**config.mk**
```make
export PLATFORM = sky130hd
export DESIGN_NAME = adaptive_frame_cadence_governor_top_flat
export DESIGN_NICKNAME = d
export VERILOG_FILES = /design/src/sv/afcg_pkg.sv /design/src/sv/afcg_in_if.sv /design/src/sv/afcg_out_if.sv /design/src/sv/afcg_cfg_if.sv /design/src/sv/afcg_cfg_regs.sv /design/src/sv/afcg_ctrl.sv /design/src/sv/afcg_dp.sv /design/src/sv/adaptive_frame_cadence_governor_top.sv /design/src/flat_wrapper.sv
export SDC_FILE = /design/constraint.sdc
export NUM_CORES = 1
export LEC_CHECK = 0
export ABC_CLOCK_PERIOD_IN_PS = 7150
export BUFFER_PORTS_ARGS = -buffer_cell sky130_fd_sc_hd__buf_4
export CAP_MARGIN = 20
export CORE_UTILIZATION = 50
export CTS_CLUSTER_DIAMETER = 50
export DETAILED_ROUTE_END_ITERATION = 8
export PLACE_DENSITY = 0.68
export SYNTH_ARGS = -nofsm -noshare
export SYNTH_HDL_FRONTEND = slang
export SYNTH_SLANG_ARGS = --single-unit
```
**constraint.sdc**
```tcl
create_clock -name clk -period 7.15 [get_ports clk]
set_input_delay 1.43 -clock clk [delete_from_list [all_inputs] [get_ports clk]]
set_output_delay 1.43 -clock clk [all_outputs]
set_load 0.05 [all_outputs]
```
**src/sv/afcg_pkg.sv**
```systemverilog
package afcg_pkg;

  localparam int SLOT_COUNT = 3;
  localparam int SLOT_W     = 2;
  localparam int CFG_IDX_W  = 3;
  localparam int CFG_DATA_W = 10;

  typedef logic [1:0] req_t;
  localparam req_t REQ_TICK  = 2'd0;
  localparam req_t REQ_SCENE = 2'd1;
  localparam req_t REQ_DONE  = 2'd2;
  localparam req_t REQ_START = 2'd3;

  typedef logic [2:0] action_t;
  localparam action_t ACT_NONE      = 3'd0;
  localparam action_t ACT_DROPPED   = 3'd1;
  localparam action_t ACT_RENDER    = 3'd2;
  localparam action_t ACT_KEEPALIVE = 3'd3;
  localparam action_t ACT_FRAME     = 3'd4;
  localparam action_t ACT_EMPTY     = 3'd5;

  typedef logic [CFG_IDX_W-1:0] cfg_idx_t;
  localparam cfg_idx_t REG_ON_DEMAND = 3'd0;
  localparam cfg_idx_t REG_DEMOTE    = 3'd1;
  localparam cfg_idx_t REG_PROMOTE   = 3'd2;
  localparam cfg_idx_t REG_KEEPALIVE = 3'd3;
  localparam cfg_idx_t REG_BURST     = 3'd4;

  localparam logic [9:0] DEMOTE_RST    = 10'd10;
  localparam logic [9:0] PROMOTE_RST   = 10'd6;
  localparam logic [5:0] KEEPALIVE_RST = 6'd6;
  localparam logic [5:0] BURST_RST     = 6'd6;

  typedef struct packed {
    logic       on_demand;
    logic [9:0] demote_above_ms;
    logic [9:0] promote_below_ms;
    logic [5:0] keepalive_ticks;
    logic [5:0] burst_ticks;
  } cfg_t;

  typedef struct packed {
    logic capture;
    logic exec;
    logic sum;
    logic decide;
    logic load_out;
  } cmd_t;

  typedef struct packed {
    logic need_sum;
    logic sum_done;
    logic out_free;
  } stat_t;

endpackage

```
**src/sv/afcg_in_if.sv**
```systemverilog
interface afcg_in_if;
  logic       valid;
  logic       ready;
  logic [1:0] req_type;
  logic [9:0] cost_ms;
  logic [1:0] done_slot;
  logic       done_has_data;

  modport source (output valid, output req_type, output cost_ms, output done_slot,
                  output done_has_data, input ready);
  modport sink (input valid, input req_type, input cost_ms, input done_slot,
                input done_has_data, output ready);
endinterface

```
**src/sv/afcg_out_if.sv**
```systemverilog
interface afcg_out_if;
  logic       valid;
  logic       ready;
  logic [2:0] action;
  logic [1:0] slot;
  logic       rate_is_60;
  logic       rate_changed;
  logic [1:0] in_flight;

  modport source (output valid, output action, output slot, output rate_is_60,
                  output rate_changed, output in_flight, input ready);
  modport sink (input valid, input action, input slot, input rate_is_60,
                input rate_changed, input in_flight, output ready);
endinterface

```
**src/sv/afcg_cfg_if.sv**
```systemverilog
interface afcg_cfg_if;
  logic       valid;
  logic       ready;
  logic [2:0] index;
  logic [9:0] data;

  modport source (output valid, output index, output data, input ready);
  modport sink (input valid, input index, input data, output ready);
endinterface

```
**src/sv/afcg_cfg_regs.sv**
```systemverilog
module afcg_cfg_regs
  import afcg_pkg::*;
(
  input  logic                  clk,
  input  logic                  rst_n,
  input  logic                  wr_en,
  input  cfg_idx_t              wr_idx,
  input  logic [CFG_DATA_W-1:0] wr_data,
  output cfg_t                  cfg
);

  cfg_t cfg_r;

  always_ff @(posedge clk) begin
    if (!rst_n) begin
      cfg_r.on_demand        <= 1'b0;
      cfg_r.demote_above_ms  <= DEMOTE_RST;
      cfg_r.promote_below_ms <= PROMOTE_RST;
      cfg_r.keepalive_ticks  <= KEEPALIVE_RST;
      cfg_r.burst_ticks      <= BURST_RST;
    end else if (wr_en) begin
      unique case (wr_idx)
        REG_ON_DEMAND: cfg_r.on_demand        <= wr_data[0];
        REG_DEMOTE:    cfg_r.demote_above_ms  <= wr_data[9:0];
        REG_PROMOTE:   cfg_r.promote_below_ms <= wr_data[9:0];
        REG_KEEPALIVE: cfg_r.keepalive_ticks  <= wr_data[5:0];
        REG_BURST:     cfg_r.burst_ticks      <= wr_data[5:0];
        default: ;
      endcase
    end
  end

  assign cfg = cfg_r;

endmodule

```
**src/sv/afcg_ctrl.sv**
```systemverilog
module afcg_ctrl
  import afcg_pkg::*;
(
  input  logic  clk,
  input  logic  rst_n,
  input  logic  in_valid,
  output logic  in_ready,
  input  stat_t stat,
  output cmd_t  cmd
);

  localparam logic [1:0] S_IDLE = 2'd0;
  localparam logic [1:0] S_EXEC = 2'd1;
  localparam logic [1:0] S_SUM  = 2'd2;
  localparam logic [1:0] S_OUT  = 2'd3;

  logic [1:0] state_r;
  logic [1:0] state_nxt;

  always_comb begin
    state_nxt = state_r;
    cmd       = '0;
    in_ready  = 1'b0;
    unique case (state_r)
      S_IDLE: begin
        in_ready = 1'b1;
        if (in_valid) begin
          cmd.capture = 1'b1;
          state_nxt   = S_EXEC;
        end
      end
      S_EXEC: begin
        cmd.exec  = 1'b1;
        state_nxt = stat.need_sum ? S_SUM : S_OUT;
      end
      S_SUM: begin
        cmd.sum = 1'b1;
        if (stat.sum_done) begin
          cmd.decide = 1'b1;
          state_nxt  = S_OUT;
        end
      end
      S_OUT: begin
        if (stat.out_free) begin
          cmd.load_out = 1'b1;
          state_nxt    = S_IDLE;
        end
      end
      default: state_nxt = S_IDLE;
    endcase
  end

  always_ff @(posedge clk) begin
    if (!rst_n) begin
      state_r <= S_IDLE;
    end else begin
      state_r <= state_nxt;
    end
  end

endmodule

```
**src/sv/afcg_dp.sv**
```systemverilog
module afcg_dp
  import afcg_pkg::*;
#(
  parameter int RING_DEPTH     = 60,
  parameter int DEMOTE_WINDOW  = 30,
  parameter int PROMOTE_WINDOW = 60
) (
  input  logic              clk,
  input  logic              rst_n,
  input  cfg_t              cfg,
  input  cmd_t              cmd,
  output stat_t             stat,
  input  logic [1:0]        in_req_type,
  input  logic [9:0]        in_cost_ms,
  input  logic [1:0]        in_done_slot,
  input  logic              in_done_has_data,
  output logic              out_valid,
  input  logic              out_ready,
  output logic [2:0]        out_action,
  output logic [SLOT_W-1:0] out_slot,
  output logic              out_rate_is_60,
  output logic              out_rate_changed,
  output logic [1:0]        out_in_flight
);

  localparam int IDX_W  = $clog2(RING_DEPTH);
  localparam int FILL_W = $clog2(RING_DEPTH + 1);
  localparam int WMAX   = (DEMOTE_WINDOW > PROMOTE_WINDOW) ? DEMOTE_WINDOW : PROMOTE_WINDOW;
  localparam int WIN_W  = $clog2(WMAX + 1);
  localparam int ACC_W  = 10 + WIN_W;
  localparam bit DEM_FITS = DEMOTE_WINDOW <= RING_DEPTH;
  localparam bit PRO_FITS = PROMOTE_WINDOW <= RING_DEPTH;
  localparam logic [FILL_W-1:0] DEM_FILL = FILL_W'(DEM_FITS ? DEMOTE_WINDOW : RING_DEPTH);
  localparam logic [FILL_W-1:0] PRO_FILL = FILL_W'(PRO_FITS ? PROMOTE_WINDOW : RING_DEPTH);
  localparam logic [FILL_W-1:0] FILL_MAX = FILL_W'(RING_DEPTH);
  localparam logic [IDX_W-1:0]  IDX_LAST = IDX_W'(RING_DEPTH - 1);

  // latched item
  req_t        it_req_r;
  logic [9:0]  it_cost_r;
  logic [1:0]  it_dslot_r;
  logic        it_data_r;

  // governor state
  logic [SLOT_COUNT-1:0] busy_r, busy_nxt;
  logic [1:0]            infl_r, infl_nxt;
  logic [5:0]            bud_r, bud_nxt;
  logic [5:0]            idle_r, idle_nxt;
  logic                  cached_r, cached_nxt;
  logic [IDX_W-1:0]      idx_r, idx_nxt;
  logic [FILL_W-1:0]     fill_r, fill_nxt;
  logic                  at60_r, at60_nxt;
  logic                  run_r, run_nxt;

  // per-item result
  action_t           act_nxt, res_act_r;
  logic [SLOT_W-1:0] slot_nxt, res_slot_r;
  logic              chg_nxt, res_chg_r;
  logic              ring_we;
  logic              chk_dem, chk_pro;
  logic              free_found;
  logic [SLOT_W-1:0] free_slot;
  logic              hit;
  logic [5:0]        idle_inc;

  // window sum
  logic [9:0]       ring_mem [RING_DEPTH];
  logic [9:0]       rdata_r;
  logic [IDX_W-1:0] ptr_r;
  logic [WIN_W-1:0] iss_r;
  logic [WIN_W-1:0] win_r;
  logic             rd_vld_r;
  logic [ACC_W-1:0] acc_r;
  logic [ACC_W-1:0] lim_r;
  logic             mode_dem_r;
  logic             issuing;
  logic             fire;

  // output register
  logic              out_valid_r;
  action_t           out_act_r;
  logic [SLOT_W-1:0] out_slot_r;
  logic              out_r60_r;
  logic              out_chg_r;
  logic [1:0]        out_infl_r;

  always_ff @(posedge clk) begin
    if (cmd.capture) begin
      it_req_r   <= in_req_type;
      it_cost_r  <= in_cost_ms;
      it_dslot_r <= in_done_slot;
      it_data_r  <= in_done_has_data;
    end
  end

  assign idle_inc = idle_r + 6'd1;

  always_comb begin
    busy_nxt   = busy_r;
    infl_nxt   = infl_r;
    bud_nxt    = bud_r;
    idle_nxt   = idle_r;
    cached_nxt = cached_r;
    idx_nxt    = idx_r;
    fill_nxt   = fill_r;
    at60_nxt   = at60_r;
    run_nxt    = run_r;
    act_nxt    = ACT_NONE;
    slot_nxt   = '0;
    chg_nxt    = 1'b0;
    ring_we    = 1'b0;
    chk_dem    = 1'b0;
    chk_pro    = 1'b0;
    free_found = 1'b0;
    free_slot  = '0;
    hit        = 1'b0;
    for (int s = SLOT_COUNT - 1; s >= 0; s--) begin
      if (!busy_r[s]) begin
        free_found = 1'b1;
        free_slot  = SLOT_W'(s);
      end
    end
    for (int s = 0; s < SLOT_COUNT; s++) begin
      if (it_dslot_r == SLOT_W'(s) && busy_r[s]) hit = 1'b1;
    end
    unique case (it_req_r)
      REQ_SCENE: bud_nxt = cfg.burst_ticks;
      REQ_DONE: begin
        if (hit) begin
          busy_nxt[it_dslot_r] = 1'b0;
          if (infl_r != 2'd0) infl_nxt = infl_r - 2'd1;
          slot_nxt = it_dslot_r;
          if (it_data_r) begin
            cached_nxt = 1'b1;
            act_nxt    = ACT_FRAME;
          end else begin
            act_nxt = ACT_EMPTY;
          end
        end
      end
      REQ_START: begin
        if (!run_r) begin
          busy_nxt   = '0;
          infl_nxt   = 2'd0;
          bud_nxt    = cfg.burst_ticks;
          idle_nxt   = 6'd0;
          cached_nxt = 1'b0;
          idx_nxt    = '0;
          fill_nxt   = '0;
          at60_nxt   = !cfg.on_demand;
          chg_nxt    = at60_r == cfg.on_demand;
          run_nxt    = 1'b1;
        end
      end
      default: begin
        if (run_r) begin
          priority if (cfg.on_demand && bud_r == 6'd0) begin
            if (cached_r) begin
              if (idle_inc >= cfg.keepalive_ticks) begin
                idle_nxt = 6'd0;
                act_nxt  = ACT_KEEPALIVE;
              end else begin
                idle_nxt = idle_inc;
              end
            end
          end else if (32'(infl_r) >= SLOT_COUNT || !free_found) begin
            act_nxt = ACT_DROPPED;
          end else begin
            if (cfg.on_demand) bud_nxt = bud_r - 6'd1;
            idle_nxt            = 6'd0;
            busy_nxt[free_slot] = 1'b1;
            infl_nxt            = infl_r + 2'd1;
            act_nxt             = ACT_RENDER;
            slot_nxt            = free_slot;
            if (!cfg.on_demand) begin
              ring_we  = 1'b1;
              idx_nxt  = (idx_r == IDX_LAST) ? '0 : idx_r + IDX_W'(1);
              fill_nxt = (fill_r < FILL_MAX) ? fill_r + FILL_W'(1) : fill_r;
              chk_dem  = DEM_FITS && at60_r && fill_nxt >= DEM_FILL;
              chk_pro  = PRO_FITS && !at60_r && fill_nxt >= PRO_FILL;
            end
          end
        end
      end
    endcase
  end

  assign issuing = iss_r != win_r;
  assign fire    = mode_dem_r ? (acc_r >= lim_r) : (acc_r < lim_r);

  always_ff @(posedge clk) begin
    if (!rst_n) begin
      busy_r   <= '0;
      infl_r   <= 2'd0;
      bud_r    <= 6'd0;
      idle_r   <= 6'd0;
      cached_r <= 1'b0;
      idx_r    <= '0;
      fill_r   <= '0;
      at60_r   <= 1'b1;
      run_r    <= 1'b0;
    end else if (cmd.exec) begin
      busy_r   <= busy_nxt;
      infl_r   <= infl_nxt;
      bud_r    <= bud_nxt;
      idle_r   <= idle_nxt;
      cached_r <= cached_nxt;
      idx_r    <= idx_nxt;
      fill_r   <= fill_nxt;
      at60_r   <= at60_nxt;
      run_r    <= run_nxt;
    end else if (cmd.decide && fire) begin
      at60_r <= !mode_dem_r;
      idx_r  <= '0;
      fill_r <= '0;
    end
  end

  always_ff @(posedge clk) begin
    if (cmd.exec) begin
      res_act_r  <= act_nxt;
      res_slot_r <= slot_nxt;
      res_chg_r  <= chg_nxt;
      mode_dem_r <= chk_dem;
      ptr_r      <= idx_r;
      iss_r      <= '0;
      acc_r      <= '0;
      win_r      <= chk_dem ? WIN_W'(DEMOTE_WINDOW) : WIN_W'(PROMOTE_WINDOW);
      lim_r      <= chk_dem
                    ? ACC_W'((32'(cfg.demote_above_ms) + 32'd1) * 32'(DEMOTE_WINDOW))
                    : ACC_W'(32'(cfg.promote_below_ms) * 32'(PROMOTE_WINDOW));
    end else if (cmd.sum) begin
      if (issuing) begin
        ptr_r <= (ptr_r == '0) ? IDX_LAST : ptr_r - IDX_W'(1);
        iss_r <= iss_r + WIN_W'(1);
      end
      if (rd_vld_r) acc_r <= acc_r + ACC_W'(rdata_r);
      if (cmd.decide && fire) res_chg_r <= 1'b1;
    end
  end

  always_ff @(posedge clk) begin
    if (!rst_n) begin
      rd_vld_r <= 1'b0;
    end else if (cmd.sum) begin
      rd_vld_r <= issuing;
    end else begin
      rd_vld_r <= 1'b0;
    end
  end

  always_ff @(posedge clk) begin
    if (cmd.exec && ring_we) ring_mem[idx_r] <= it_cost_r;
    rdata_r <= ring_mem[ptr_r];
  end

  always_ff @(posedge clk) begin
    if (!rst_n) begin
      out_valid_r <= 1'b0;
    end else if (cmd.load_out) begin
      out_valid_r <= 1'b1;
    end else if (out_ready) begin
      out_valid_r <= 1'b0;
    end
  end

  always_ff @(posedge clk) begin
    if (cmd.load_out) begin
      out_act_r  <= res_act_r;
      out_slot_r <= res_slot_r;
      out_r60_r  <= at60_r;
      out_chg_r  <= res_chg_r;
      out_infl_r <= infl_r;
    end
  end

  assign stat.need_sum = chk_dem || chk_pro;
  assign stat.sum_done = !issuing && !rd_vld_r;
  assign stat.out_free = !out_valid_r || out_ready;

  assign out_valid        = out_valid_r;
  assign out_action       = out_act_r;
  assign out_slot         = out_slot_r;
  assign out_rate_is_60   = out_r60_r;
  assign out_rate_changed = out_chg_r;
  assign out_in_flight    = out_infl_r;

endmodule

```
**src/sv/adaptive_frame_cadence_governor_top.sv**
```systemverilog
// Frame cadence governor.
// in_ch  : one event item (tick, scene change, readback completion, start) per handshake.
// out_ch : exactly one result item per input item, in order: action, slot, cadence,
//          cadence-change flag and readbacks outstanding.
// cfg_ch : register writes (index, data), always ready; write only while idle.
// One item is handled at a time. in_ch is ready only when the sequencer is idle.
// Each item is captured, executed and loaded into the output register before the next
// item is accepted. A 60 Hz/30 Hz render that completes an averaging window adds a
// serial sum over the ring memory, one entry per cycle from its single read port,
// before its result is loaded.
// The result sits in an output register; while out_ch.ready is low that item holds,
// the next item is still accepted and processed, then waits in the sequencer with
// in_ch not ready until the output register frees.
// Reset (rst_n low, synchronous) restores the default registers, frees all slots,
// empties the ring fill count, sets 60 Hz and the not-running state. The ring
// memory is not cleared; entries are only read after being written since the last
// start or cadence change.
module adaptive_frame_cadence_governor_top
  import afcg_pkg::*;
#(
  parameter int RING_DEPTH     = 60,
  parameter int DEMOTE_WINDOW  = 30,
  parameter int PROMOTE_WINDOW = 60
) (
  input logic         clk,
  input logic         rst_n,
  afcg_in_if.sink     in_ch,
  afcg_out_if.source  out_ch,
  afcg_cfg_if.sink    cfg_ch
);

  cfg_t  cfg;
  cmd_t  cmd;
  stat_t stat;

  assign cfg_ch.ready = 1'b1;

  afcg_cfg_regs u_cfg (
    .clk     (clk),
    .rst_n   (rst_n),
    .wr_en   (cfg_ch.valid),
    .wr_idx  (cfg_ch.index),
    .wr_data (cfg_ch.data),
    .cfg     (cfg)
  );

  afcg_ctrl u_ctrl (
    .clk      (clk),
    .rst_n    (rst_n),
    .in_valid (in_ch.valid),
    .in_ready (in_ch.ready),
    .stat     (stat),
    .cmd      (cmd)
  );

  afcg_dp #(
    .RING_DEPTH     (RING_DEPTH),
    .DEMOTE_WINDOW  (DEMOTE_WINDOW),
    .PROMOTE_WINDOW (PROMOTE_WINDOW)
  ) u_dp (
    .clk              (clk),
    .rst_n            (rst_n),
    .cfg              (cfg),
    .cmd              (cmd),
    .stat             (stat),
    .in_req_type      (in_ch.req_type),
    .in_cost_ms       (in_ch.cost_ms),
    .in_done_slot     (in_ch.done_slot),
    .in_done_has_data (in_ch.done_has_data),
    .out_valid        (out_ch.valid),
    .out_ready        (out_ch.ready),
    .out_action       (out_ch.action),
    .out_slot         (out_ch.slot),
    .out_rate_is_60   (out_ch.rate_is_60),
    .out_rate_changed (out_ch.rate_changed),
    .out_in_flight    (out_ch.in_flight)
  );

endmodule

```
**src/flat_wrapper.sv**
```systemverilog
// flat-port wrapper written by rule: the top's interface ports become plain ports
module adaptive_frame_cadence_governor_top_flat import afcg_pkg::*;
#(
  parameter int RING_DEPTH     = 60,
  parameter int DEMOTE_WINDOW  = 30,
  parameter int PROMOTE_WINDOW = 60
)
  (clk, rst_n, in_ch_valid, in_ch_req_type, in_ch_cost_ms, in_ch_done_slot, in_ch_done_has_data, in_ch_ready, out_ch_valid, out_ch_action, out_ch_slot, out_ch_rate_is_60, out_ch_rate_changed, out_ch_in_flight, out_ch_ready, cfg_ch_valid, cfg_ch_index, cfg_ch_data, cfg_ch_ready);
  afcg_in_if in_ch_i ();
  afcg_out_if out_ch_i ();
  afcg_cfg_if cfg_ch_i ();
  input logic clk;
  input logic rst_n;
  input wire logic [$bits(in_ch_i.valid)-1:0] in_ch_valid;
  input wire logic [$bits(in_ch_i.req_type)-1:0] in_ch_req_type;
  input wire logic [$bits(in_ch_i.cost_ms)-1:0] in_ch_cost_ms;
  input wire logic [$bits(in_ch_i.done_slot)-1:0] in_ch_done_slot;
  input wire logic [$bits(in_ch_i.done_has_data)-1:0] in_ch_done_has_data;
  output wire logic [$bits(in_ch_i.ready)-1:0] in_ch_ready;
  output wire logic [$bits(out_ch_i.valid)-1:0] out_ch_valid;
  output wire logic [$bits(out_ch_i.action)-1:0] out_ch_action;
  output wire logic [$bits(out_ch_i.slot)-1:0] out_ch_slot;
  output wire logic [$bits(out_ch_i.rate_is_60)-1:0] out_ch_rate_is_60;
  output wire logic [$bits(out_ch_i.rate_changed)-1:0] out_ch_rate_changed;
  output wire logic [$bits(out_ch_i.in_flight)-1:0] out_ch_in_flight;
  input wire logic [$bits(out_ch_i.ready)-1:0] out_ch_ready;
  input wire logic [$bits(cfg_ch_i.valid)-1:0] cfg_ch_valid;
  input wire logic [$bits(cfg_ch_i.index)-1:0] cfg_ch_index;
  input wire logic [$bits(cfg_ch_i.data)-1:0] cfg_ch_data;
  output wire logic [$bits(cfg_ch_i.ready)-1:0] cfg_ch_ready;
  assign in_ch_i.valid = in_ch_valid;
  assign in_ch_i.req_type = in_ch_req_type;
  assign in_ch_i.cost_ms = in_ch_cost_ms;
  assign in_ch_i.done_slot = in_ch_done_slot;
  assign in_ch_i.done_has_data = in_ch_done_has_data;
  assign in_ch_ready = in_ch_i.ready;
  assign out_ch_valid = out_ch_i.valid;
  assign out_ch_action = out_ch_i.action;
  assign out_ch_slot = out_ch_i.slot;
  assign out_ch_rate_is_60 = out_ch_i.rate_is_60;
  assign out_ch_rate_changed = out_ch_i.rate_changed;
  assign out_ch_in_flight = out_ch_i.in_flight;
  assign out_ch_i.ready = out_ch_ready;
  assign cfg_ch_i.valid = cfg_ch_valid;
  assign cfg_ch_i.index = cfg_ch_index;
  assign cfg_ch_i.data = cfg_ch_data;
  assign cfg_ch_ready = cfg_ch_i.ready;
  adaptive_frame_cadence_governor_top #(.RING_DEPTH(RING_DEPTH), .DEMOTE_WINDOW(DEMOTE_WINDOW), .PROMOTE_WINDOW(PROMOTE_WINDOW)) u_core (.clk(clk), .rst_n(rst_n), .in_ch(in_ch_i), .out_ch(out_ch_i), .cfg_ch(cfg_ch_i));
endmodule
```
==> flow_results.org, run 1 <==
** Run status
- Result of the run :: completed

** Clock tree
- Clock tree buffer depth :: 3
- Post-CTS repair changed the size of 0 cells.
- Hold-fix buffers at CTS :: 0
- The clock drives 754 sinks.
- Clock latency on the worst-skew pair, taken at its later pin, is 0.65 ns.
- The H-tree generated during clock tree synthesis spans 3 levels.
- Setup fix buffers added after clock tree synthesis :: 0
- In this run the clock root is driven by a sky130_fd_sc_hd__clkbuf_16.
- Number of buffers created by CTS :: 83
- Clock tree from TritonCTS :: done
- Clock-pin slew was measured on the worst setup and hold paths at 0.06 ns.

** Critical path
- Delay contributed by the slowest stage of the critical path :: 0.55 ns
- CP Capture Type :: flop
- Cells along the critical path :: ha_1, nand3_1, xor2_1, inv_1, ha_1, xor2_1, fa_1, inv_1, ha_1, or3_1, a311o_1, a31oi_1, nor2b_1, o21ai_0, a21oi_1, xnor2_1, mux2i_1
- Crit path DAT :: 4.83 ns
- Most frequent CP cell :: sky130_fd_sc_hd__ha_1
- STA classifies the critical path startpoint as a flop.
- Critical setup path kind :: flop to flop
- STA puts the critical path data required time at 7.54 ns.
- Cell at the slowest stage of the critical path :: sky130_fd_sc_hd__fa_1
- Dominant delay contributor by cell family on the critical path :: adder cells
- Number of buffers and inverters on the critical path :: 2
- Along the worst path, the maximum fanout reaches 7.

** Synthesis
- Net count of the mapped netlist :: 2176
- Synthesis produced 2027 cells.
- Portion of synthesized cell area occupied by the leading cell type :: 60.08%
- Of the synthesized area, sequential elements account for 66.28%.
- In this run, synthesis produced a sequential element count of 754.
- Total of warnings raised by yosys :: 0
- The cell area that synthesis handed to floorplanning was 32640 µm².
- Most frequent cell after synthesis :: sky130_fd_sc_hd__edfxtp_1
- Post-synth EDFFs :: 653
- Most instantiated cells after synthesis :: sky130_fd_sc_hd__edfxtp_1 (653), sky130_fd_sc_hd__mux4_2 (184), sky130_fd_sc_hd__nand2_1 (164), sky130_fd_sc_hd__nor2_1 (147), sky130_fd_sc_hd__dfxtp_1 (101)
- Among all flip-flop cells after synthesis, the most frequent one is sky130_fd_sc_hd__edfxtp_1.
- Library cell with the largest summed area after synthesis :: sky130_fd_sc_hd__edfxtp_1
- Sorting the synthesized cells by area gives the leading types as sky130_fd_sc_hd__edfxtp_1 (60%), sky130_fd_sc_hd__mux4_2 (13%), sky130_fd_sc_hd__dfxtp_1 (6.2%).
- The average instance in the mapped netlist occupies 16.10 µm².
- Post-synth ARST share :: 0%
- In this run, distinct cell masters in the synthesized netlist total 65.

** Routing
- 1st-pass router iterations :: 5
- Final ANT Viol Nets :: 0
- DR vias/cell :: 5.820
- Detailed-route wire length :: 70.08 mm
- Across all layers, the routed design uses 17571 vias.
- Dividing the detail-routed wire length by the instance count gives 23.21 µm.
- After detailed routing, the number of remaining DRC violations is 0.
- 1st-iter DRT viols :: 1692

** Die
- Area of the die :: 66300 µm²
- Initial cell density of the core :: 50.63%
- Row generation in the floorplan step produced 93 rows.
- The total area inside the core boundary comes to 64460 µm².
- In this run the horizontal extent of the chip is 257.5 µm.
- Die extent in y :: 257.5 µm
- For this design the top-level I/O count stands at 45.

** Placement
- At the placement stage, the worst setup path has a slack of 2.683 ns.
- Detailed placement ended at an HPWL of 43.27 mm.
- Once placement finished, the instance area stood at 33850 µm².
- Count of input and output buffers :: 43
- Last weighted congestion value of the routability-driven placer :: 0.8380

** Global route
- In the global route stage, overall resource usage came out at 21.46%.
- Number of global-route vias before repair :: 17443
- The initial antenna violation count is 2.
- The first global-routing pass estimated 106.7 mm of wire.
- After global routing the overflow that remains totals 0.
- Largest net degree at the start of global routing :: 150

** Timing
- Final Slew Violations :: 0
- Top achievable clock speed :: 225.0 MHz
- Worst setup margin :: 2.705 ns
- Final worst path period need :: 4.445 ns
- Setup violators final :: 0
- Slew @ Worst Pin :: 1.101 ns
- Summed over all failing endpoints, the final setup total negative slack is 0 ns.
- In this run the tightest slew margin relative to its limit is 26.31%.
- Final clock skew :: 0.02618 ns
- Setup repair after global routing left no endpoint under its margin.
- Number of hold violations in the final report :: 0
- Of the available clock period, the critical path in the final layout requires 62.17%.

** Final layout
- Cell area after layout :: 36730 µm²
- Relative to the synthesized area, the layout overhead comes to 12.54%.
- Ant. Diodes :: 0
- Fraction of layout cells with a size suffix above 1 :: 18.39%
- The net count of the finished layout is 2244.

** Power and ir drop
- Cell area power density :: 352.4 nW/µm²
- The completed layout was analyzed and its total power is 12.94 mW.
- Worst supply voltage drop on vdd :: 0.0002462 V
- Summed over all cells, the static leakage comes to 12.49 nW.

** Job
- Max-cap violations in this run came to 0.

** Worst hold path
- Worst hold path class :: flop to flop
state kept, by name (all words and copies together) (netlist names), 3 cells and up:
register                count
u_core.u_cfg.cfg           33
u_core.u_dp.acc_r          16
u_core.u_dp.bud_r           6
u_core.u_dp.busy_r          3
u_core.u_dp.fill_r          6
u_core.u_dp.idle_r          6
u_core.u_dp.idx_r           6
u_core.u_dp.iss_r           6
u_core.u_dp.it_cost_r      10
u_core.u_dp.lim_r          15
u_core.u_dp.out_action      3
u_core.u_dp.ptr_r           6
u_core.u_dp.rdata_r        10
u_core.u_dp.res_act_r       3
u_core.u_dp.ring_mem      600
area by class of cell:
type	count	area [µm²]
timing repair buffer	70	554.3
clock buffer	103	2172
inverter	74	277.8
tap	855	1070
multi-input combinational	1112	10360
fill	4937	27740
clock inverter	51	665.6
sequential	754	21630
routing by layer:
layer | up-vias | part of all wire, % | wire length, µm | global-route usage [%]
met4 | 0 | 2.1 | 1486 | 6.460
li1 | 7950 | - | - | -
met2 | 501 | 51 | 35760 | 35.88
met3 | 107 | 5.9 | 4161 | 3.723
met1 | 9013 | 41 | 28670 | 28.84
met5 | - | 0 | 0 | 0
placed cells by master (no fill, tap or decap), types with 13 or more instances in the layout:
cell type,n
sky130_fd_sc_hd__clkbuf_1,18
sky130_fd_sc_hd__nand3_1,45
sky130_fd_sc_hd__dfxtp_1,101
sky130_fd_sc_hd__nand2_1,164
sky130_fd_sc_hd__nor2_1,147
sky130_fd_sc_hd__inv_1,74
sky130_fd_sc_hd__a21oi_1,66
sky130_fd_sc_hd__clkbuf_16,83
sky130_fd_sc_hd__edfxtp_1,653
sky130_fd_sc_hd__a21boi_0,34
sky130_fd_sc_hd__buf_4,67
sky130_fd_sc_hd__o21ai_0,56
sky130_fd_sc_hd__nor3_1,21
sky130_fd_sc_hd__fa_1,31
sky130_fd_sc_hd__and3_1,15
sky130_fd_sc_hd__mux4_2,184
sky130_fd_sc_hd__mux2i_1,21
sky130_fd_sc_hd__nor2b_1,36
sky130_fd_sc_hd__a31oi_1,13
sky130_fd_sc_hd__xor2_1,22
sky130_fd_sc_hd__ha_1,84
sky130_fd_sc_hd__xnor2_1,37
power breakdown:
| group | leakage, nW | total (mW) | switching, mW | internal [mW] |
|---|---|---|---|---|
| Sequential | 6.71 | 5.20 | 0.108 | 5.09 |
| Clock | 1.36 | 4.38 | 1.82 | 2.57 |
| Combinational | 4.43 | 3.36 | 1.88 | 1.48 |
cells by family after synthesis:
group                      share of synthesized area (%)
DFF                                                66.28
and+or+nand+nor                                    6.648
AOI/OAI and AO/OA                                  4.765
muxes                                              13.55
buffers and inverters                              2.005
adders and majority gates                          5.160
xor gates and xnor gates                           1.583
other                                            0.01149
metrics by stage:
| stage | hold slack [ns] | std cells | util, % |
|---|---|---|---|
| global placement | 0.4184 | 2860 | 52.50 |
| finish | 0.4238 | 3019 | 56.98 |
| floorplan | 0.4003 | 2027 | - |
| global route | 0.4258 | 3019 | 56.98 |
| detailed placement | 0.4116 | 2860 | 52.50 |
| CTS | 0.4251 | 3014 | 56.90 |
final timing paths:
kind	startpoint	to	slack, ns	depth (start not counted)
max	u_core.u_cfg.cfg[22]$_SDFFE_PN0P_	u_core.u_dp.lim_r[14]$_DFFE_PP_	2.70	17
min	u_core.u_dp.res_slot_r[0]$_DFFE_PP_	u_core.u_dp.out_slot[0]$_DFFE_PP_	0.42	0
max reg2reg	u_core.u_cfg.cfg[22]$_SDFFE_PN0P_	u_core.u_dp.lim_r[14]$_DFFE_PP_	2.70	17
min reg2reg	u_core.u_dp.res_slot_r[0]$_DFFE_PP_	u_core.u_dp.out_slot[0]$_DFFE_PP_	0.42	0
No activity file was read; power rests on OpenSTA's default activity.
==> inputs of run 2 (changes only) <==
- ABC_CLOCK_PERIOD_IN_PS: 7150 -> 3930
- PLACE_DENSITY: 0.68 -> 0.7
- clock period: 7.15 -> 3.93 ns (I/O delays scaled with it)
==> flow_results.org, run 2 (synthesized netlist as in run 1, its figures left out) <==
** Die
- The area of the core came to 64460 µm² (unchanged).
- The top-level port count came to 45 (unchanged).
- The effective utilization at floorplan is 50.63% (unchanged).
- Row count :: 93 (unchanged)
- The width of the die was 257.5 µm (unchanged).
- The die footprint is 66300 µm² (unchanged).
- The floorplan die height is 257.5 µm (unchanged).

** Final layout
- Synth-to-layout area growth :: 15.48% (was 12.54%)
- Fraction of layout cells with a size suffix above 1 :: 23.17% (was 18.39%)
- Ant. Diodes :: 0 (unchanged)
- Highest-count cells in the layout ignoring fill and taps :: sky130_fd_sc_hd__edfxtp_1 (653), sky130_fd_sc_hd__mux4_2 (184), sky130_fd_sc_hd__nand2_1 (164), sky130_fd_sc_hd__buf_4 (160), sky130_fd_sc_hd__nor2_1 (147) (was sky130_fd_sc_hd__edfxtp_1 (653), sky130_fd_sc_hd__mux4_2 (184), sky130_fd_sc_hd__nand2_1 (164), sky130_fd_sc_hd__nor2_1 (147), sky130_fd_sc_hd__dfxtp_1 (101))
- Most flop-heavy register :: u_core.u_dp.ring_mem (unchanged)
- Number of flip-flops in the largest register :: 600 (unchanged)
- The number of inserted filler cells in the final layout came to 4784 (was 4937).
- The leading cell type in the layout, fill and taps excluded was sky130_fd_sc_hd__edfxtp_1 (unchanged).
- Cell area after layout :: 37690 µm² (was 36730 µm²)
- The net total in the final layout is 2344 (was 2244).
- The share of the core filled with cells in the final layout is 58.47% (was 56.98%).
- Final non-filler cell total :: 3117 (was 3019)

** Clock tree
- The TritonCTS clock tree is done (unchanged).
- Clock root buffer master :: sky130_fd_sc_hd__clkbuf_16 (unchanged)
- Number of H-tree branching levels :: 3 (unchanged)
- TritonCTS Sinks :: 754 (unchanged)
- The clock transition time at the flip-flop clock pins of the worst setup and hold paths was 0.06 ns (about the same).
- The clock latency at the later pin of the worst-skew pair was 0.65 ns (about the same).
- The number of hold buffers added after cts was 0 (unchanged).
- Number of buffers created by CTS :: 84 (was 83)
- Clock tree buffer depth :: 3 (unchanged)

** Power and ir drop
- The clock network power share is 33.2% (was 33.9%).
- Worst supply voltage drop on vdd :: 0.0004923 V (was 0.0002462 V)
- Combinational share of power :: 26.4% (was 26.0%)
- The power density relative to cell area is 627.9 nW/µm² (was 352.4 nW/µm²).
- The internal power was 16.69 mW (was 9.135 mW).
- The share of total power consumed by net switching is 29.47% (was 29.42%).
- The switching power summed over all nets was 6.974 mW (was 3.808 mW).
- Relative contribution of sequential cells to total power :: 40.3% (was 40.2%)
- The leakage component of the power was 13.03 nW (was 12.49 nW).
- Overall power of the completed layout :: 23.66 mW (was 12.94 mW)

** Critical path
- CP Capture Type :: flop (unchanged)
- Number of buffers and inverters on the critical path :: 2 (unchanged)
- The data required time at the worst endpoint came to 4.32 ns (was 7.54 ns).
- The worst stage delay on the critical path came to 0.55 ns (about the same).
- The critical path start-end classification is flop to flop (unchanged).
- Cell at the slowest stage of the critical path :: sky130_fd_sc_hd__fa_1 (unchanged)
- Crit path DAT :: 4.25 ns (was 4.83 ns)
- Highest net fanout along the worst path :: 6 (was 7)
- Kind of start point of the critical path :: flop (unchanged)
- Most frequent CP cell :: sky130_fd_sc_hd__inv_1 (was sky130_fd_sc_hd__ha_1)
- Cells along the critical path: and3_1, and3_4, nand3_1, xnor2_2, inv_1, fa_1, inv_1, ha_1, or3_1, a311o_1, a31oi_1, nor2b_1, o21ai_2, nand2b_1, xnor2_1, o21ai_1 (was ha_1, nand3_1, xor2_1, inv_1, ha_1, xor2_1, fa_1, inv_1, ha_1, or3_1, a311o_1, a31oi_1, nor2b_1, o21ai_0, a21oi_1, xnor2_1, mux2i_1).
- Dominant delay contributor by cell family on the critical path :: simple AND/OR/NAND/NOR gates (was adder cells)

** Routing
- Final ANT Viol Nets :: 0 (unchanged)
- The DRC marker count from the first detailed-route iteration is 1833 (was 1692).
- Mean routed wirelength per cell :: 23.55 µm (was 23.21 µm)
- Detailed-route wire length :: 73.40 mm (was 70.08 mm)
- The post-route DRC violation count is 0 (unchanged).
- The overall via count from detail_route was 18363 (was 17571).
- DR vias/cell :: 5.891 (was 5.820)
- 1st-pass router iterations :: 5 (unchanged)

** Timing
- Sum Neg Setup Slack :: 0 ns (unchanged)
- Final worst path period need :: 3.859 ns (was 4.445 ns)
- The timing-limited maximum frequency was 259.1 MHz (was 225.0 MHz).
- The final setup slack of the worst path came to 0.07074 ns (was 2.705 ns).
- Setup violators final :: 0 (unchanged)
- Final Cycle Share :: 98.20% (was 62.17%)
- Number of hold violations in the final report :: 0 (unchanged)
- Worst Hold Slack :: 0.3268 ns (was 0.4238 ns)
- Slew @ Worst Pin :: 0.9614 ns (was 1.101 ns)
- The worst-case clock skew was 0.04564 ns (was 0.02618 ns).
- Unrepaired setup endpoints after global routing: true (was false).
- Headroom to the max-slew limit :: 35.77% (was 26.31%)
- Final Slew Violations :: 0 (unchanged)

** Placement
- The HPWL after detailed placement was 46.51 mm (was 43.27 mm).
- Area post-placement :: 34620 µm² (was 33850 µm²)
- The total of buffers placed on input and output ports is 43 (unchanged).
- Placed cell count :: 2954 (was 2860)
- Last weighted congestion value of the routability-driven placer :: 0.8369 (was 0.8380)
- The post-place setup slack is -0.1150 ns (was 2.683 ns).

** Worst hold path
- The path type of the worst min-delay path was input pin to flop (was flop to flop).

** Global route
- Total GRT Usage :: 22.49% (was 21.46%)
- First-pass GRT wire length :: 112.6 mm (was 106.7 mm)
- Number of global-route vias before repair :: 18665 (was 17443)
- The final global-route overflow total was 0 (unchanged).
- The largest net degree at the start of global routing is 73 (was 150).
- Initial antenna violation count :: 1 (was 2)

** Job
- Max-Cap Viols :: 0 (unchanged)

** Run status
- Result of the run :: completed (unchanged)
run 2: worst paths after layout:
kind | end | slack (ns) | from | cells past startpoint
hold reg to reg | u_core.u_dp.out_action[1]$_DFFE_PP_ | 0.41 | u_core.u_dp.res_act_r[1]$_DFFE_PP_ | 0
hold / removal | u_core.u_dp.it_cost_r[4]$_DFFE_PP_ | 0.33 | in_ch_cost_ms[4] | 1
setup reg to reg | u_core.u_dp.lim_r[12]$_DFFE_PP_ | 0.07 | u_core.u_cfg.cfg[24]$_SDFFE_PN0P_ | 16
setup / recovery | u_core.u_dp.lim_r[12]$_DFFE_PP_ | 0.07 | u_core.u_cfg.cfg[24]$_SDFFE_PN0P_ | 16
run 2: repair_timing:
action                                  CTS  global route
gates cloned                              0             0
endpoints found under the setup margin    4             4
buffers inserted                          8             2
pin swaps                                14            19
gates resized for setup                  18            23
run 2: cell type report:
| cell class | count | area [µm²] | area share [%] |
|---|---|---|---|
| sequential | 754 | 21640 | 57.43 |
| clock buffer | 109 | 2270 | 6.022 |
| tap | 855 | 1070 | 2.838 |
| clock inverter | 44 | 544.3 | 1.444 |
| inverter | 74 | 280.3 | 0.7436 |
| multi-input combinational | 1112 | 10530 | 27.95 |
| timing repair buffer | 169 | 1349 | 3.579 |
run 2: power by group through the flow:
stage	Combinational, mW	Clock [mW]	Sequential, mW
after global routing	6.68	8.28	9.56
after CTS	6.31	7.98	9.54
after global placement	6.13	0	9.70
after floorplan	4.23	0	9.70
final	6.26	7.86	9.55
after detailed placement	6.27	0	9.70
run 2: layer usage:
layer | global-route usage [%] | part of all wire [%] | up-vias
met2 | 37.89 | 51 | 659
met5 | 0 | 0.016 | -
met4 | 7.396 | 3.2 | 2
met1 | 29.42 | 39 | 9398
li1 | - | - | 8140
met3 | 4.314 | 6.4 | 164
==> inputs of run 3 (changes only) <==
- CELL_PAD_IN_SITES_DETAIL_PLACEMENT: not set -> 0
- CELL_PAD_IN_SITES_GLOBAL_PLACEMENT: not set -> 1
- CORE_UTILIZATION: 50 -> 49
- CTS_BUF_LIST: not set -> sky130_fd_sc_hd__clkbuf_16
- PLACE_DENSITY: 0.7 -> 0.78
==> flow_results.org, run 3 (synthesized netlist as in run 1, its figures left out) <==
** Run status
- Result of the run: completed (unchanged).

** Global route
- GR Util met1 :: 29.25% (was 29.42%)
- Number of global-route vias before repair :: 18226 (was 18665)
- The all-layer global routing usage came to 21.96% (was 22.49%).
- GR met2 Demand/Resource :: 36.15% (was 37.89%)
- The final global-route overflow total came to 0 (unchanged).
- The first-pass GRT wire length came to 110.3 mm (was 112.6 mm).
- The layer with the highest usage after global routing is met2 (unchanged).
- The met3 layer usage reported by global route came to 4.201% (was 4.314%).
- The largest net degree at the start of global routing is 73 (unchanged).
- The initial antenna violation count is 2 (was 1).

** Clock tree
- Clock-pin slew on the worst setup and hold paths :: 0.06 ns (about the same)
- Number of H-tree branching levels :: 3 (unchanged)
- The clock latency at the later pin of the worst-skew pair is 0.65 ns (about the same).
- The number of hold buffers added after cts is 0 (unchanged).
- The buffer cell driving the clock tree root was sky130_fd_sc_hd__clkbuf_16 (unchanged).
- The number of clock sinks came to 754 (unchanged).
- The number of buffers inserted during clock tree synthesis is 84 (unchanged).
- The maximum clock path buffer count was 3 (unchanged).
- Clock tree from TritonCTS :: done (unchanged)

** Critical path
- The maximum fanout along the worst path came to 2 (was 6).
- The library cell appearing most often on the critical path is sky130_fd_sc_hd__o21ai_1 (was sky130_fd_sc_hd__inv_1).
- The startpoint of the lowest-slack register-to-register path is u_core.u_cfg.cfg[22]$_SDFFE_PN0P_ (was u_core.u_cfg.cfg[24]$_SDFFE_PN0P_).
- Req. time, crit path :: 4.28 ns (was 4.32 ns)
- Reg2reg end :: u_core.u_dp.lim_r[12]$_DFFE_PP_ (unchanged)
- Kind of start point of the critical path :: flop (unchanged)
- The master of the slowest instance on the critical path was sky130_fd_sc_hd__fa_1 (unchanged).
- The worst stage delay on the critical path was 0.56 ns (was 0.55 ns).
- The critical path start-end classification was flop to flop (unchanged).
- The kind of cell adding the most delay to the critical path was adder cells (was simple AND/OR/NAND/NOR gates).
- CP Capture Type :: flop (unchanged)
- Crit path DAT :: 4.27 ns (was 4.25 ns)
- Number of buffers and inverters on the critical path :: 2 (unchanged)
- Reg2Reg Setup Slack :: 0.01 ns (was 0.07 ns)
- Cells along the critical path :: ha_4, buf_6, and3_4, xnor2_4, xor2_2, xnor2_2, fa_1, inv_1, ha_2, or3_1, a311o_1, a31oi_2, nor2b_1, o21ai_1, nand2b_1, xnor2_1, o21ai_1 (was and3_1, and3_4, nand3_1, xnor2_2, inv_1, fa_1, inv_1, ha_1, or3_1, a311o_1, a31oi_1, nor2b_1, o21ai_2, nand2b_1, xnor2_1, o21ai_1)
- Length in cells of the worst reg-to-reg path :: 17 (was 16)

** Die
- The top-level port count is 45 (unchanged).
- Total core area :: 65860 µm² (was 64460 µm²)
- The floorplan die height is 260.1 µm (was 257.5 µm).
- Initial cell density of the core :: 49.55% (was 50.63%)
- Die Width :: 260.1 µm (was 257.5 µm)
- The floorplan row count came to 94 (was 93).
- Area of the die :: 67640 µm² (was 66300 µm²)

** Final layout
- The share of layout cells above drive strength 1 is 23.31% (was 23.17%).
- The number of inserted filler cells in the final layout was 4936 (was 4784).
- Ant. Diodes :: 0 (unchanged)
- Synth-to-layout area growth :: 15.70% (was 15.48%)
- The net total in the final layout is 2341 (was 2344).
- The leading cell type in the layout, fill and taps excluded is sky130_fd_sc_hd__edfxtp_1 (unchanged).
- Highest-count cells in the layout ignoring fill and taps: sky130_fd_sc_hd__edfxtp_1 (653), sky130_fd_sc_hd__mux4_2 (184), sky130_fd_sc_hd__nand2_1 (164), sky130_fd_sc_hd__buf_4 (157), sky130_fd_sc_hd__nor2_1 (147) (was sky130_fd_sc_hd__edfxtp_1 (653), sky130_fd_sc_hd__mux4_2 (184), sky130_fd_sc_hd__nand2_1 (164), sky130_fd_sc_hd__buf_4 (160), sky130_fd_sc_hd__nor2_1 (147)).
- Cell area after layout :: 37760 µm² (was 37690 µm²)
- Number of flip-flops in the largest register :: 600 (unchanged)
- The most flop-heavy register is u_core.u_dp.ring_mem (unchanged).

** Timing
- The final number of max-transition violations was 0 (unchanged).
- Sum Neg Setup Slack :: 0 ns (unchanged)
- Final clock skew :: 0.04696 ns (was 0.04564 ns)
- The setup violation total in the final timing report was 0 (unchanged).
- The timing-limited maximum frequency came to 255.2 MHz (was 259.1 MHz).
- Slew @ Worst Pin :: 0.9582 ns (was 0.9614 ns)
- Worst setup margin :: 0.01087 ns (was 0.07074 ns)
- The share of the clock period used by the worst path after layout was 99.72% (was 98.20%).
- The time the final worst path needs with I/O delays and setup came to 3.919 ns (was 3.859 ns).
- Unrepaired setup endpoints after global routing :: true (unchanged)
- The count of endpoints failing hold in the final timing report is 0 (unchanged).
- The relative slew slack was 36.12% (was 35.77%).

** Worst hold path
- Hold path start :: in_ch_cost_ms[7] (was in_ch_cost_ms[4])
- The path type of the worst min-delay path was input pin to flop (unchanged).
- Hold Path Depth :: 1 (unchanged)
- The capture endpoint of the worst hold path was u_core.u_dp.it_cost_r[7]$_DFFE_PP_ (was u_core.u_dp.it_cost_r[4]$_DFFE_PP_).

** Power and ir drop
- The internal power came to 16.77 mW (was 16.69 mW).
- The leakage component of the power was 13.12 nW (was 13.03 nW).
- Switching share of total power :: 29.59% (was 29.47%)
- Cell area power density :: 630.9 nW/µm² (was 627.9 nW/µm²)
- The clock network power share is 33.6% (was 33.2%).
- Combinational share of power :: 26.2% (was 26.4%)
- The worst supply voltage drop on vdd came to 0.0006347 V (was 0.0004923 V).
- The switching power summed over all nets is 7.048 mW (was 6.974 mW).
- Relative contribution of sequential cells to total power :: 40.2% (was 40.3%)

** Routing
- The overall via count from detail_route was 18008 (was 18363).
- The total wire length after detailed routing was 72.71 mm (was 73.40 mm).
- DR vias/cell :: 5.763 (was 5.891)
- The length of the first detailed-routing pass in iterations was 5 (unchanged).
- The mean routed wirelength per cell came to 23.27 µm (was 23.55 µm).
- The post-route DRC violation count was 0 (unchanged).
- Final ANT Viol Nets :: 0 (unchanged)
- 1st-iter DRT viols :: 1646 (was 1833)

** Job
- The number of max-capacitance violations reported is 0 (unchanged).

** Placement
- Placement Setup Slack :: -0.07385 ns (was -0.1150 ns)
- The total of buffers placed on input and output ports was 43 (unchanged).
- HPWL after DPL :: 46.74 mm (was 46.51 mm)
- Area post-placement :: 34640 µm² (was 34620 µm²)
- The global placer's final weighted congestion was 0.8462 (was 0.8369).
[run 3: cell type report]
type,instances,area [µm²],share of cell area [%]
sequential,754,21640,57.31
timing repair buffer,166,1333,3.529
clock inverter,70,745.7,1.975
multi-input combinational,1112,10560,27.96
inverter,74,277.8,0.7356
tap,864,1081,2.863
clock buffer,85,2127,5.633
[run 3: repair_timing]
item | in CTS | in global routing
setup endpoints to repair | 4 | 4
setup buffers | 2 | 3
pin swaps | 1 | 18
gates resized for setup | 2 | 38
[run 3: power by group through the flow]
stage / Sequential (mW) / Clock, mW / Combinational (mW)
finish: 9.57 / 8.01 / 6.24
global route: 9.60 / 8.41 / 6.69
CTS: 9.57 / 8.13 / 6.32
detailed placement: 9.74 / 0 / 6.29
global placement: 9.73 / 0 / 6.21
floorplan: 9.70 / 0 / 4.23
[run 3: how the worst max path moves through the flow]
stage,from,end,slack [ns],cells after the start
finish,u_core.u_cfg.cfg[22]$_SDFFE_PN0P_,u_core.u_dp.lim_r[12]$_DFFE_PP_,0.01,17
global route,u_core.u_cfg.cfg[23]$_SDFFE_PN1P_,u_core.u_dp.lim_r[12]$_DFFE_PP_,-0.18,17
CTS,u_core.u_cfg.cfg[22]$_SDFFE_PN0P_,u_core.u_dp.lim_r[14]$_DFFE_PP_,0.01,17
detailed placement,u_core.u_cfg.cfg[22]$_SDFFE_PN0P_,u_core.u_dp.lim_r[15]$_DFFE_PP_,-0.07,16
global placement,u_core.u_cfg.cfg[22]$_SDFFE_PN0P_,u_core.u_dp.lim_r[14]$_DFFE_PP_,-0.07,15
floorplan,u_core.u_cfg.cfg[23]$_SDFFE_PN1P_,u_core.u_dp.lim_r[14]$_DFFE_PP_,0.002,17
[run 3: worst register-to-register path: stages, from the launching register on]
cell and delay [ns]:
sky130_fd_sc_hd__dfxtp_2 0.33, sky130_fd_sc_hd__ha_4 0.17, sky130_fd_sc_hd__buf_6 0.13, sky130_fd_sc_hd__and3_4 0.19, sky130_fd_sc_hd__xnor2_4 0.20, sky130_fd_sc_hd__xor2_2 0.22
sky130_fd_sc_hd__xnor2_2 0.12, sky130_fd_sc_hd__fa_1 0.56, sky130_fd_sc_hd__inv_1 0.05, sky130_fd_sc_hd__ha_2 0.16, sky130_fd_sc_hd__or3_1 0.30, sky130_fd_sc_hd__a311o_1 0.34
sky130_fd_sc_hd__a31oi_2 0.20, sky130_fd_sc_hd__nor2b_1 0.07, sky130_fd_sc_hd__o21ai_1 0.24, sky130_fd_sc_hd__nand2b_1 0.12, sky130_fd_sc_hd__xnor2_1 0.16, sky130_fd_sc_hd__o21ai_1 0.09
[run 3: metrics by stage]
stage | utilization (%) | hold WS [ns] | total power [mW] | cells
6_report | 57.33 | 0.3211 | 23.82 | 3125
5_1_grt | 57.33 | 0.2975 | 24.70 | 3125
3_5_place_dp | 52.60 | 0.4061 | 16.03 | 2965
2_1_floorplan | - | 0.4003 | 13.92 | 2027
4_1_cts | 57.00 | 0.2971 | 24.02 | 3122
3_3_place_gp | 52.60 | 0.4061 | 15.94 | 2965
[run 3: metal layers]
| layer | vias to the layer above | part of all wire (%) |
|---|---|---|
| met3 | 155 | 5.8 |
| li1 | 8160 | - |
| met1 | 9166 | 41 |
| met2 | 525 | 50 |
| met5 | - | 0.018 |
| met4 | 2 | 3.5 |
